$ cat config.mk
export PLATFORM = sky130hd
export DESIGN_NAME = modular_square_root_top
export DESIGN_NICKNAME = d
export VERILOG_FILES = /design/src/design/msqr_pkg.sv /design/src/design/msqr_dp.sv /design/src/design/msqr_ctrl.sv /design/src/design/modular_square_root_top.sv
export SDC_FILE = /design/constraint.sdc
export NUM_CORES = 2
export LEC_CHECK = 0
export BUFFER_PORTS_ARGS = -buffer_cell sky130_fd_sc_hd__buf_2
export CAP_MARGIN = 20
export CORE_MARGIN = 2
export CORE_UTILIZATION = 45
export DETAILED_ROUTE_END_ITERATION = 10
export GPL_TIMING_DRIVEN = 0
export REMOVE_ABC_BUFFERS = 1
export SKIP_CTS_REPAIR_TIMING = 1
export SYNTH_ARGS = -nofsm -noshare
export SYNTH_HDL_FRONTEND = slang
export SYNTH_SLANG_ARGS = --single-unit
$ cat constraint.sdc
create_clock -name clk_i -period 30.4 [get_ports clk_i]
set_clock_uncertainty 0.15 [all_clocks]
set_input_delay 6.08 -clock clk_i [delete_from_list [all_inputs] [get_ports clk_i]]
set_output_delay 6.08 -clock clk_i [all_outputs]
set_load 0.03 [all_outputs]
$ cat src/design/msqr_pkg.sv
// ----------------------------------------------------------------------------
// msqr_pkg
// Types and constants shared by the modular square root controller and datapath.
// ----------------------------------------------------------------------------
package msqr_pkg;

  localparam int unsigned DATA_W = 64;
  localparam int unsigned ZW     = 17;

  typedef enum logic [4:0] {
    OP_NOP, OP_LOAD, OP_JINIT, OP_JINIT_Z, OP_JMOD, OP_JHALVE, OP_JSWAP, OP_SETA,
    OP_MUL, OP_COPY, OP_PINIT, OP_PSHIFT, OP_QINIT, OP_QSHIFT, OP_ZINIT, OP_ZINC,
    OP_EINIT, OP_EINC, OP_KINIT, OP_KINC, OP_SETS, OP_OUT_REG, OP_OUT_ZERO,
    OP_OUT_NONE, OP_OUT_BIT
  } op_e;

  typedef enum logic [3:0] {
    REG_A, REG_Z, REG_R, REG_T, REG_C, REG_B, REG_T2, REG_PR, REG_PB
  } reg_e;

  typedef enum logic [1:0] {EXP_P4, EXP_QH, EXP_Q} exp_e;

  typedef enum logic {JRET_A, JRET_Z} jret_e;

  typedef enum logic [1:0] {PRET_P3, PRET_R, PRET_T, PRET_C} pret_e;

  typedef enum logic [5:0] {
    ST_IDLE, ST_CHK, ST_AMOD, ST_AMODW, ST_AZ, ST_JMOD, ST_JMODW, ST_JTEST,
    ST_PTEST, ST_PMULW, ST_PSQW, ST_QLOOP, ST_ZNEXT, ST_R2, ST_T2, ST_LSTART,
    ST_LTEST, ST_LSQW, ST_LEXIT, ST_KI, ST_KTEST, ST_KSQW, ST_LC, ST_WC, ST_WT,
    ST_WR
  } ctl_state_e;

  typedef struct packed {
    op_e  op;
    reg_e src_x;
    reg_e src_y;
    reg_e dst;
    exp_e exp;
  } cmd_t;

  typedef struct packed {
    logic busy;
    logic p_lt2;
    logic p_eq2;
    logic p_even;
    logic p_mod4_3;
    logic a_zero;
    logic ja_zero;
    logic ja_even;
    logic jn_one;
    logic jneg;
    logic pe_zero;
    logic pe_lsb;
    logic q_even;
    logic zlim;
    logic t2_one;
    logic e_zero;
    logic e_ge_s;
    logic k_done;
  } sts_t;

endpackage

$ cat src/design/msqr_dp.sv
// ----------------------------------------------------------------------------
// msqr_dp
// Datapath: operand registers, serial modular multiplier, serial remainder
// unit for the Jacobi symbol, and the exponent and loop counters.
// ----------------------------------------------------------------------------
module msqr_dp #(
  parameter int unsigned WIDTH = 64
) (
  input  logic               clk_i,
  input  logic               rst_ni,
  input  logic [WIDTH-1:0]   value_i,
  input  logic [WIDTH-1:0]   modulus_i,
  input  msqr_pkg::cmd_t     cmd_i,
  output msqr_pkg::sts_t     sts_o,
  output logic [WIDTH-1:0]   root_o,
  output logic               status_o,
  output logic               done_o
);
  import msqr_pkg::*;

  localparam int unsigned JW = (WIDTH > ZW) ? WIDTH : ZW;
  localparam int unsigned CW = $clog2(WIDTH + 1);
  localparam int unsigned DW = $clog2(JW + 1);
  localparam int unsigned SW = $clog2(WIDTH) + 1;

  logic [WIDTH-1:0] p_q, a_q, r_q, t_q, c_q, b_q, t2_q, pr_q, pb_q, pe_q, q_q;
  logic [ZW-1:0]    z_q;
  logic [JW-1:0]    ja_q, jn_q, rem_q;
  logic             jneg_q;
  logic [SW-1:0]    s_q, e_q, k_q;
  logic [WIDTH-1:0] mx_q, my_q, acc_q;
  logic [CW-1:0]    mcnt_q;
  reg_e             mdst_q;
  logic             mbusy_q;
  logic [DW-1:0]    dcnt_q;
  logic             dbusy_q;
  logic [WIDTH-1:0] root_q;
  logic             status_q, done_q;

  logic [JW-1:0]    z_ext;
  logic [WIDTH-1:0] xv, yv, wdata, mstep, d1;
  logic [WIDTH:0]   dbl, msum;
  logic [JW:0]      r2;
  logic [JW-1:0]    rstep;
  logic             wen;
  reg_e             wsel;
  logic [SW:0]      ke_sum;

  assign z_ext = JW'(z_q);

  function automatic logic [WIDTH-1:0] rd(input reg_e s);
    case (s)
      REG_A:   return a_q;
      REG_Z:   return z_ext[WIDTH-1:0];
      REG_R:   return r_q;
      REG_T:   return t_q;
      REG_C:   return c_q;
      REG_B:   return b_q;
      REG_T2:  return t2_q;
      REG_PR:  return pr_q;
      REG_PB:  return pb_q;
      default: return '0;
    endcase
  endfunction

  assign xv = rd(cmd_i.src_x);
  assign yv = rd(cmd_i.src_y);

  // double-and-add step of the modular multiplier
  always_comb begin
    dbl   = {acc_q, 1'b0};
    d1    = (dbl >= {1'b0, p_q}) ? WIDTH'(dbl - {1'b0, p_q}) : dbl[WIDTH-1:0];
    msum  = {1'b0, d1} + (my_q[WIDTH-1] ? {1'b0, mx_q} : '0);
    mstep = (msum >= {1'b0, p_q}) ? WIDTH'(msum - {1'b0, p_q}) : msum[WIDTH-1:0];
  end

  // shift-subtract step of the remainder unit
  always_comb begin
    r2    = {rem_q, ja_q[JW-1]};
    rstep = (r2 >= {1'b0, jn_q}) ? JW'(r2 - {1'b0, jn_q}) : r2[JW-1:0];
  end

  always_comb begin
    wen   = 1'b0;
    wsel  = cmd_i.dst;
    wdata = xv;
    case (cmd_i.op)
      OP_COPY, OP_EINIT, OP_PINIT: wen = 1'b1;
      OP_SETA: begin
        wen   = 1'b1;
        wsel  = REG_A;
        wdata = ja_q[WIDTH-1:0];
      end
      OP_LOAD: begin
        wen   = 1'b1;
        wsel  = REG_A;
        wdata = value_i;
      end
      default: ;
    endcase
    if (mbusy_q && mcnt_q == CW'(1)) begin
      wen   = 1'b1;
      wsel  = mdst_q;
      wdata = mstep;
    end
  end

  always_ff @(posedge clk_i) begin
    if (wen) begin
      case (wsel)
        REG_A:   a_q  <= wdata;
        REG_R:   r_q  <= wdata;
        REG_T:   t_q  <= wdata;
        REG_C:   c_q  <= wdata;
        REG_B:   b_q  <= wdata;
        REG_T2:  t2_q <= wdata;
        REG_PR:  pr_q <= wdata;
        REG_PB:  pb_q <= wdata;
        default: ;
      endcase
    end
    if (cmd_i.op == OP_PINIT) pr_q <= WIDTH'(1);
    case (cmd_i.op)
      OP_LOAD:   p_q <= modulus_i;
      OP_PINIT: begin
        case (cmd_i.exp)
          EXP_P4:  pe_q <= (p_q >> 2) + WIDTH'(1);
          EXP_QH:  pe_q <= (q_q >> 1) + WIDTH'(1);
          default: pe_q <= q_q;
        endcase
      end
      OP_PSHIFT: pe_q <= pe_q >> 1;
      OP_QINIT: begin
        q_q <= p_q - WIDTH'(1);
        s_q <= '0;
      end
      OP_QSHIFT: begin
        q_q <= q_q >> 1;
        s_q <= s_q + SW'(1);
      end
      OP_ZINIT:  z_q <= ZW'(2);
      OP_ZINC:   z_q <= z_q + ZW'(1);
      OP_EINIT:  e_q <= '0;
      OP_EINC:   e_q <= e_q + SW'(1);
      OP_KINIT:  k_q <= '0;
      OP_KINC:   k_q <= k_q + SW'(1);
      OP_SETS:   s_q <= e_q;
      OP_OUT_REG: begin
        root_q   <= xv;
        status_q <= 1'b0;
      end
      OP_OUT_ZERO: begin
        root_q   <= '0;
        status_q <= 1'b0;
      end
      OP_OUT_NONE: begin
        root_q   <= '0;
        status_q <= 1'b1;
      end
      OP_OUT_BIT: begin
        root_q   <= WIDTH'(a_q[0]);
        status_q <= 1'b0;
      end
      default: ;
    endcase
  end

  // jacobi operands and remainder unit
  always_ff @(posedge clk_i) begin
    case (cmd_i.op)
      OP_JINIT: begin
        ja_q   <= JW'(xv);
        jn_q   <= JW'(p_q);
        jneg_q <= 1'b0;
      end
      OP_JINIT_Z: begin
        ja_q   <= z_ext;
        jn_q   <= JW'(p_q);
        jneg_q <= 1'b0;
      end
      OP_JMOD: rem_q <= '0;
      OP_JHALVE: begin
        ja_q <= ja_q >> 1;
        if (jn_q[2:0] == 3'd3 || jn_q[2:0] == 3'd5) jneg_q <= ~jneg_q;
      end
      OP_JSWAP: begin
        ja_q <= jn_q;
        jn_q <= ja_q;
        if (ja_q[1:0] == 2'd3 && jn_q[1:0] == 2'd3) jneg_q <= ~jneg_q;
      end
      default: ;
    endcase
    if (dbusy_q) begin
      rem_q <= rstep;
      ja_q  <= (dcnt_q == DW'(1)) ? rstep : {ja_q[JW-2:0], 1'b0};
    end
  end

  always_ff @(posedge clk_i) begin
    if (cmd_i.op == OP_MUL) begin
      mx_q   <= xv;
      my_q   <= yv;
      acc_q  <= '0;
      mdst_q <= cmd_i.dst;
    end else if (mbusy_q) begin
      acc_q <= mstep;
      my_q  <= my_q << 1;
    end
  end

  always_ff @(posedge clk_i or negedge rst_ni) begin
    if (!rst_ni) begin
      mbusy_q <= 1'b0;
      mcnt_q  <= '0;
      dbusy_q <= 1'b0;
      dcnt_q  <= '0;
      done_q  <= 1'b0;
    end else begin
      if (cmd_i.op == OP_MUL) begin
        mbusy_q <= 1'b1;
        mcnt_q  <= CW'(WIDTH);
      end else if (mbusy_q) begin
        mcnt_q <= mcnt_q - CW'(1);
        if (mcnt_q == CW'(1)) mbusy_q <= 1'b0;
      end
      if (cmd_i.op == OP_JMOD) begin
        dbusy_q <= 1'b1;
        dcnt_q  <= DW'(JW);
      end else if (dbusy_q) begin
        dcnt_q <= dcnt_q - DW'(1);
        if (dcnt_q == DW'(1)) dbusy_q <= 1'b0;
      end
      done_q <= (cmd_i.op == OP_OUT_REG) || (cmd_i.op == OP_OUT_ZERO) ||
                (cmd_i.op == OP_OUT_NONE) || (cmd_i.op == OP_OUT_BIT);
    end
  end

  assign ke_sum = {1'b0, k_q} + {1'b0, e_q} + (SW+1)'(1);

  always_comb begin
    sts_o.busy     = mbusy_q | dbusy_q;
    sts_o.p_lt2    = p_q < WIDTH'(2);
    sts_o.p_eq2    = p_q == WIDTH'(2);
    sts_o.p_even   = ~p_q[0];
    sts_o.p_mod4_3 = p_q[1:0] == 2'd3;
    sts_o.a_zero   = a_q == '0;
    sts_o.ja_zero  = ja_q == '0;
    sts_o.ja_even  = ~ja_q[0];
    sts_o.jn_one   = jn_q == JW'(1);
    sts_o.jneg     = jneg_q;
    sts_o.pe_zero  = pe_q == '0;
    sts_o.pe_lsb   = pe_q[0];
    sts_o.q_even   = ~q_q[0];
    sts_o.zlim     = z_q[ZW-1];
    sts_o.t2_one   = t2_q == WIDTH'(1);
    sts_o.e_zero   = e_q == '0;
    sts_o.e_ge_s   = e_q >= s_q;
    sts_o.k_done   = ke_sum >= {1'b0, s_q};
  end

  assign root_o   = root_q;
  assign status_o = status_q;
  assign done_o   = done_q;

endmodule

$ cat src/design/msqr_ctrl.sv
// ----------------------------------------------------------------------------
// msqr_ctrl
// Controller: sequences the special cases, Jacobi symbols, exponentiations
// and the square-reduce loop as commands to the datapath.
// ----------------------------------------------------------------------------
module msqr_ctrl (
  input  logic            clk_i,
  input  logic            rst_ni,
  input  logic            start,
  output logic            busy,
  input  msqr_pkg::sts_t  sts_i,
  output msqr_pkg::cmd_t  cmd_o
);
  import msqr_pkg::*;

  ctl_state_e state_q, state_d;
  jret_e      jret_q, jret_d;
  pret_e      pret_q, pret_d;

  function automatic cmd_t mk(input op_e op, input reg_e x, input reg_e y, input reg_e d,
                              input exp_e ex);
    cmd_t c;
    c.op    = op;
    c.src_x = x;
    c.src_y = y;
    c.dst   = d;
    c.exp   = ex;
    return c;
  endfunction

  always_ff @(posedge clk_i or negedge rst_ni) begin
    if (!rst_ni) begin
      state_q <= ST_IDLE;
      jret_q  <= JRET_A;
      pret_q  <= PRET_P3;
    end else begin
      state_q <= state_d;
      jret_q  <= jret_d;
      pret_q  <= pret_d;
    end
  end

  always_comb begin
    state_d = state_q;
    jret_d  = jret_q;
    pret_d  = pret_q;
    cmd_o   = mk(OP_NOP, REG_A, REG_A, REG_A, EXP_Q);
    case (state_q)
      ST_IDLE: begin
        if (start) begin
          cmd_o   = mk(OP_LOAD, REG_A, REG_A, REG_A, EXP_Q);
          state_d = ST_CHK;
        end
      end
      ST_CHK: begin
        state_d = ST_IDLE;
        if (sts_i.p_lt2) cmd_o = mk(OP_OUT_ZERO, REG_A, REG_A, REG_A, EXP_Q);
        else if (sts_i.p_eq2) cmd_o = mk(OP_OUT_BIT, REG_A, REG_A, REG_A, EXP_Q);
        else if (sts_i.p_even) cmd_o = mk(OP_OUT_NONE, REG_A, REG_A, REG_A, EXP_Q);
        else begin
          cmd_o   = mk(OP_JINIT, REG_A, REG_A, REG_A, EXP_Q);
          state_d = ST_AMOD;
        end
      end
      ST_AMOD: begin
        cmd_o   = mk(OP_JMOD, REG_A, REG_A, REG_A, EXP_Q);
        state_d = ST_AMODW;
      end
      ST_AMODW: begin
        if (!sts_i.busy) begin
          cmd_o   = mk(OP_SETA, REG_A, REG_A, REG_A, EXP_Q);
          state_d = ST_AZ;
        end
      end
      ST_AZ: begin
        if (sts_i.a_zero) begin
          cmd_o   = mk(OP_OUT_ZERO, REG_A, REG_A, REG_A, EXP_Q);
          state_d = ST_IDLE;
        end else begin
          cmd_o   = mk(OP_JINIT, REG_A, REG_A, REG_A, EXP_Q);
          jret_d  = JRET_A;
          state_d = ST_JMOD;
        end
      end
      ST_JMOD: begin
        cmd_o   = mk(OP_JMOD, REG_A, REG_A, REG_A, EXP_Q);
        state_d = ST_JMODW;
      end
      ST_JMODW: begin
        if (!sts_i.busy) state_d = ST_JTEST;
      end
      ST_JTEST: begin
        if (sts_i.ja_zero) begin
          if (jret_q == JRET_A) begin
            if (!(sts_i.jn_one && !sts_i.jneg)) begin
              cmd_o   = mk(OP_OUT_NONE, REG_A, REG_A, REG_A, EXP_Q);
              state_d = ST_IDLE;
            end else if (sts_i.p_mod4_3) begin
              cmd_o   = mk(OP_PINIT, REG_A, REG_A, REG_PB, EXP_P4);
              pret_d  = PRET_P3;
              state_d = ST_PTEST;
            end else begin
              cmd_o   = mk(OP_QINIT, REG_A, REG_A, REG_A, EXP_Q);
              state_d = ST_QLOOP;
            end
          end else begin
            if (sts_i.jn_one && sts_i.jneg) begin
              cmd_o   = mk(OP_PINIT, REG_A, REG_A, REG_PB, EXP_QH);
              pret_d  = PRET_R;
              state_d = ST_PTEST;
            end else if (sts_i.zlim) begin
              cmd_o   = mk(OP_OUT_NONE, REG_A, REG_A, REG_A, EXP_Q);
              state_d = ST_IDLE;
            end else begin
              cmd_o   = mk(OP_ZINC, REG_A, REG_A, REG_A, EXP_Q);
              state_d = ST_ZNEXT;
            end
          end
        end else if (sts_i.ja_even) begin
          cmd_o = mk(OP_JHALVE, REG_A, REG_A, REG_A, EXP_Q);
        end else begin
          cmd_o   = mk(OP_JSWAP, REG_A, REG_A, REG_A, EXP_Q);
          state_d = ST_JMOD;
        end
      end
      ST_QLOOP: begin
        if (sts_i.q_even) cmd_o = mk(OP_QSHIFT, REG_A, REG_A, REG_A, EXP_Q);
        else begin
          cmd_o   = mk(OP_ZINIT, REG_A, REG_A, REG_A, EXP_Q);
          state_d = ST_ZNEXT;
        end
      end
      ST_ZNEXT: begin
        cmd_o   = mk(OP_JINIT_Z, REG_A, REG_A, REG_A, EXP_Q);
        jret_d  = JRET_Z;
        state_d = ST_JMOD;
      end
      ST_PTEST: begin
        if (sts_i.pe_zero) begin
          case (pret_q)
            PRET_P3: begin
              cmd_o   = mk(OP_OUT_REG, REG_PR, REG_A, REG_A, EXP_Q);
              state_d = ST_IDLE;
            end
            PRET_R: begin
              cmd_o   = mk(OP_COPY, REG_PR, REG_A, REG_R, EXP_Q);
              state_d = ST_R2;
            end
            PRET_T: begin
              cmd_o   = mk(OP_COPY, REG_PR, REG_A, REG_T, EXP_Q);
              state_d = ST_T2;
            end
            default: begin
              cmd_o   = mk(OP_COPY, REG_PR, REG_A, REG_C, EXP_Q);
              state_d = ST_LSTART;
            end
          endcase
        end else if (sts_i.pe_lsb) begin
          cmd_o   = mk(OP_MUL, REG_PR, REG_PB, REG_PR, EXP_Q);
          state_d = ST_PMULW;
        end else begin
          cmd_o   = mk(OP_MUL, REG_PB, REG_PB, REG_PB, EXP_Q);
          state_d = ST_PSQW;
        end
      end
      ST_PMULW: begin
        if (!sts_i.busy) begin
          cmd_o   = mk(OP_MUL, REG_PB, REG_PB, REG_PB, EXP_Q);
          state_d = ST_PSQW;
        end
      end
      ST_PSQW: begin
        if (!sts_i.busy) begin
          cmd_o   = mk(OP_PSHIFT, REG_A, REG_A, REG_A, EXP_Q);
          state_d = ST_PTEST;
        end
      end
      ST_R2: begin
        cmd_o   = mk(OP_PINIT, REG_A, REG_A, REG_PB, EXP_Q);
        pret_d  = PRET_T;
        state_d = ST_PTEST;
      end
      ST_T2: begin
        cmd_o   = mk(OP_PINIT, REG_Z, REG_A, REG_PB, EXP_Q);
        pret_d  = PRET_C;
        state_d = ST_PTEST;
      end
      ST_LSTART: begin
        cmd_o   = mk(OP_EINIT, REG_T, REG_A, REG_T2, EXP_Q);
        state_d = ST_LTEST;
      end
      ST_LTEST: begin
        if (sts_i.e_ge_s || sts_i.t2_one) state_d = ST_LEXIT;
        else begin
          cmd_o   = mk(OP_MUL, REG_T2, REG_T2, REG_T2, EXP_Q);
          state_d = ST_LSQW;
        end
      end
      ST_LSQW: begin
        if (!sts_i.busy) begin
          cmd_o   = mk(OP_EINC, REG_A, REG_A, REG_A, EXP_Q);
          state_d = ST_LTEST;
        end
      end
      ST_LEXIT: begin
        if (sts_i.e_zero) begin
          cmd_o   = mk(OP_OUT_REG, REG_R, REG_A, REG_A, EXP_Q);
          state_d = ST_IDLE;
        end else if (sts_i.e_ge_s) begin
          cmd_o   = mk(OP_OUT_NONE, REG_A, REG_A, REG_A, EXP_Q);
          state_d = ST_IDLE;
        end else begin
          cmd_o   = mk(OP_COPY, REG_C, REG_A, REG_B, EXP_Q);
          state_d = ST_KI;
        end
      end
      ST_KI: begin
        cmd_o   = mk(OP_KINIT, REG_A, REG_A, REG_A, EXP_Q);
        state_d = ST_KTEST;
      end
      ST_KTEST: begin
        if (sts_i.k_done) begin
          cmd_o   = mk(OP_SETS, REG_A, REG_A, REG_A, EXP_Q);
          state_d = ST_LC;
        end else begin
          cmd_o   = mk(OP_MUL, REG_B, REG_B, REG_B, EXP_Q);
          state_d = ST_KSQW;
        end
      end
      ST_KSQW: begin
        if (!sts_i.busy) begin
          cmd_o   = mk(OP_KINC, REG_A, REG_A, REG_A, EXP_Q);
          state_d = ST_KTEST;
        end
      end
      ST_LC: begin
        cmd_o   = mk(OP_MUL, REG_B, REG_B, REG_C, EXP_Q);
        state_d = ST_WC;
      end
      ST_WC: begin
        if (!sts_i.busy) begin
          cmd_o   = mk(OP_MUL, REG_T, REG_C, REG_T, EXP_Q);
          state_d = ST_WT;
        end
      end
      ST_WT: begin
        if (!sts_i.busy) begin
          cmd_o   = mk(OP_MUL, REG_R, REG_B, REG_R, EXP_Q);
          state_d = ST_WR;
        end
      end
      ST_WR: begin
        if (!sts_i.busy) state_d = ST_LSTART;
      end
      default: state_d = ST_IDLE;
    endcase
  end

  assign busy = state_q != ST_IDLE;

endmodule

$ cat src/design/modular_square_root_top.sv
// ----------------------------------------------------------------------------
// modular_square_root_top
// Tonelli-Shanks square root modulo an odd prime, with Jacobi residue test.
// ----------------------------------------------------------------------------
// Usage: drive value_i and modulus_i and raise start while busy is low; the
// word is taken at that clock edge and busy rises on the next cycle. Only the
// low WIDTH bits of both inputs are used.
// When the work ends, done_o is high for exactly one cycle with root_o and status_o
// valid and busy falls in that same cycle; the receiver cannot hold the
// result, so it must take it then. status_o high means no root (root_o is 0).
// Latency depends on the data: every modular multiply runs on one shared
// double-and-add unit, every remainder step of the Jacobi symbol on one
// shift-subtract unit. A modulus that is 3 mod 4 costs about 2*WIDTH
// multiplies; the general case adds the non-residue search and up to s*s/2
// squarings, where p-1 = q*2^s. One word is worked at a time, so throughput
// equals latency.
// Reset clears the controller to idle; no result is pending after reset.
// ----------------------------------------------------------------------------
module modular_square_root_top #(
  parameter int unsigned WIDTH = 64
) (
  input  logic                          clk_i,
  input  logic                          rst_ni,
  input  logic                          start,
  output logic                          busy,
  input  logic [msqr_pkg::DATA_W-1:0]   value_i,
  input  logic [msqr_pkg::DATA_W-1:0]   modulus_i,
  output logic [msqr_pkg::DATA_W-1:0]   root_o,
  output logic                          status_o,
  output logic                          done_o
);
  import msqr_pkg::*;

  cmd_t             cmd;
  sts_t             sts;
  logic [WIDTH-1:0] root;

  msqr_ctrl u_ctrl (
    .clk_i  (clk_i),
    .rst_ni (rst_ni),
    .start  (start),
    .busy   (busy),
    .sts_i  (sts),
    .cmd_o  (cmd)
  );

  msqr_dp #(.WIDTH(WIDTH)) u_dp (
    .clk_i     (clk_i),
    .rst_ni    (rst_ni),
    .value_i   (value_i[WIDTH-1:0]),
    .modulus_i (modulus_i[WIDTH-1:0]),
    .cmd_i     (cmd),
    .sts_o     (sts),
    .root_o    (root),
    .status_o  (status_o),
    .done_o    (done_o)
  );

  assign root_o = DATA_W'(root);

endmodule

==> qor.yml <==
synthesis:
  ys_types: 99
  synth.largest_area_cell: "edfxtp_1"
  synth_area_leaders: "edfxtp_1 (43%), ha_1 (5.0%), nand2_1 (4.3%)"
  muxShareOfSynthArea: 0.01692
  synth_top_family_by_area: "compound AO/OA/AOI/OAI gates"
  synth-simple-area-share: 0.1590
  synth_common_cells: "edfxtp_1 (1,068), nand2_1 (863), nor2_1 (540), o21ai_0 (483), a21oi_1 (468)"
  yosys.area_share.adder: 0.05093
  synth_xor_area_frac: 0.04933
  synthCells: 7626
  ys_ff_latch: 1221
  synthArstFlopShare: 0.02048
  seq_area_frac_synth: 0.4706
  yosysMostFrequentCell: "edfxtp_1"
  syn_area_mm2: 0.07492
  synth-compound-area-share: 0.2131
  yosys_warnings: 0
  synthFlopType: "edfxtp_1"
  synth_top_cell_area_share: 0.4280
  synth-edff-count: 1068
  avgSynthCellArea_um2: 9.825
worst_hold_path:
  min_path_cells: 2
  min_path_type: "reg -> reg"
setup_path:
  crit_type: "reg -> reg"
  cp_common_cell: "o21ai_0"
  worstPathRequired_ns: 30.68
  cp-start-kind: "flip-flop"
  end_kind: "flip-flop"
  arrival_ns: 15.66
  worst_path_largest_cell_delay_ns: 1.05
  cp_max_fo: 51
  r2r_cells: 36
  slowest_stage: "mux2i_1"
  r2r_slack_ns: 15.02
die:
  dieArea_mm2: 0.1698
  start_util: 0.4536
  core_mm2: 0.1652
  die_h_um: 412.0
  rows: 149
  die_w_um: 412.0
  io_pins: 198
detailed_routing:
  drtIter0Drc: 8796
  vias: 65592
  via_per_inst: 6.559
  drtAntennaViolNets: 0
  wl_per_cell_um: 30.01
  drt_wl_total_um: 300200
  drcViolationCount: 0
  first_pass_iters: 8
timing:
  min_period_ns: 15.38
  fmax_mhz: 65.03
  setup_viol: 0
  drv_slew: 0
  slew_headroom: 0.05992
  finalHoldViolCount: 0
  grt_setup_unrepaired: "false"
  fin_crit_sh: 0.5059
  worst_pin_slew_ns: 1.410
  tns_ns: 0
clock_tree:
  cts_buffer_depth: 3
  path_clk_slew_ns: 0.06
  cts_tree: "built"
  cts-root-buf: "clkbuf_16"
  htreeDepth: 4
  clk_latency_ns: 0.85
  cts_made_buffers: 145
  clock-sinks: 1221
job:
  max_cap_violations: 0
grt:
  grt_max_degree: 96
  grt_pass1_wl_um: 424900
  grt_overflow: 0
  grt_usage: 0.3425
  antenna_found_initial: 7
  grt_pass1_vias: 60288
cells_and_area:
  nets: 8118
  area_growth_syn_to_layout_pct: 13.23
  drive_above_1_share: 0.1007
place:
  dp_hpwl_um: 229800
  portBuffers: 197
  gp_congestion: 0.9834
outcome:
  status: "complete, no violations"
-- cell families after synthesis --
logic type	count (synthesis)
flip-flops	1221
multiplexers	121
AND/OR/NAND/NOR	2482
AO/OA/AOI/OAI	2295
XOR/XNOR	422
buffers and inverters	783
adder cells (fa/ha/maj)	302
-- final cells by class --
class / count / area (µm²)
Fill cell: 15143 / 80340
Multi-Input combinational cell: 5622 / 37090
Sequential cell: 1221 / 35270
Clock buffer: 186 / 3935
Timing Repair Buffer: 357 / 3430
Tap cell: 2189 / 2739
Inverter: 338 / 1279
Clock inverter: 84 / 1092
Antenna cell: 4 / 10.01
-- per-stage QoR --
step                cells  setup WS (ns)  hold WS (ns)  instance area (µm²)    util
floorplan            7181          14.73        0.2864                73190       -
global placement     9567          1.518        0.2970                76910  0.4656
detailed placement   9712          15.22        0.3011                79700  0.4825
CTS                  9982          15.20        0.3079                84720  0.5129
global route         9997          14.63        0.3276                84830  0.5136
finish              10001          15.02        0.3048                84840  0.5136
-- placed cells by master, fill, tap and decap left out, types with 126 or more instances in the layout --
cell,netlist,routed
nand2_1,863,858
clkbuf_16,0,147
o21ai_0,483,482
buf_2,30,211
and2_1,140,138
ha_1,297,297
nor2_1,540,526
xor2_1,126,126
inv_1,334,333
xnor2_1,296,296
a21o_1,143,141
a221o_1,136,136
nand3_1,238,237
dfxtp_1,128,128
a21oi_1,468,465
a221oi_1,134,131
edfxtp_1,1068,1068
-- path summary, 6_finish.rpt --
| check | end | start |
|---|---|---|
| worst max-delay path | u_dp.a_q[6]$_DFFE_PP_ | u_dp.p_q[2]$_DFFE_PN_ |
| worst min-delay path | u_dp.pr_q[42]$_SDFFE_PP0P_ | u_dp.pr_q[42]$_SDFFE_PP0P_ |
| worst max register to register | u_dp.a_q[6]$_DFFE_PP_ | u_dp.p_q[2]$_DFFE_PN_ |
| worst min register to register | u_dp.pr_q[42]$_SDFFE_PP0P_ | u_dp.pr_q[42]$_SDFFE_PP0P_ |
| max in group asynchronous | u_dp.dbusy_q$_DFF_PN0_ | rst_ni |
| min in group asynchronous | u_dp.mcnt_q[2]$_DFFE_PN0P_ | rst_ni |
-- metal layers --
layer | global-route usage | vias up | part of all wire
met5 | 0 | - | 0
met3 | 0.08052 | 544 | 0.11
li1 | - | 29203 | -
met4 | 0.1561 | 0 | 0.051
met1 | 0.4798 | 32177 | 0.42
met2 | 0.5011 | 3668 | 0.42
-- critical path: cells and delay by family, from the launching register on --
family / cells / cell delay [ns]
AND/OR/NAND/NOR: 8 / 2.82
AO/OA/AOI/OAI: 20 / 7.86
flip-flops: 1 / 0.47
adder cells (fa/ha/maj): 3 / 1.40
buffers and inverters: 4 / 1.05
multiplexers: 1 / 1.05
Power is left out: the tool's default activity adds up to more than one toggle a clock period on the data nets, which glitch-free logic cannot reach.
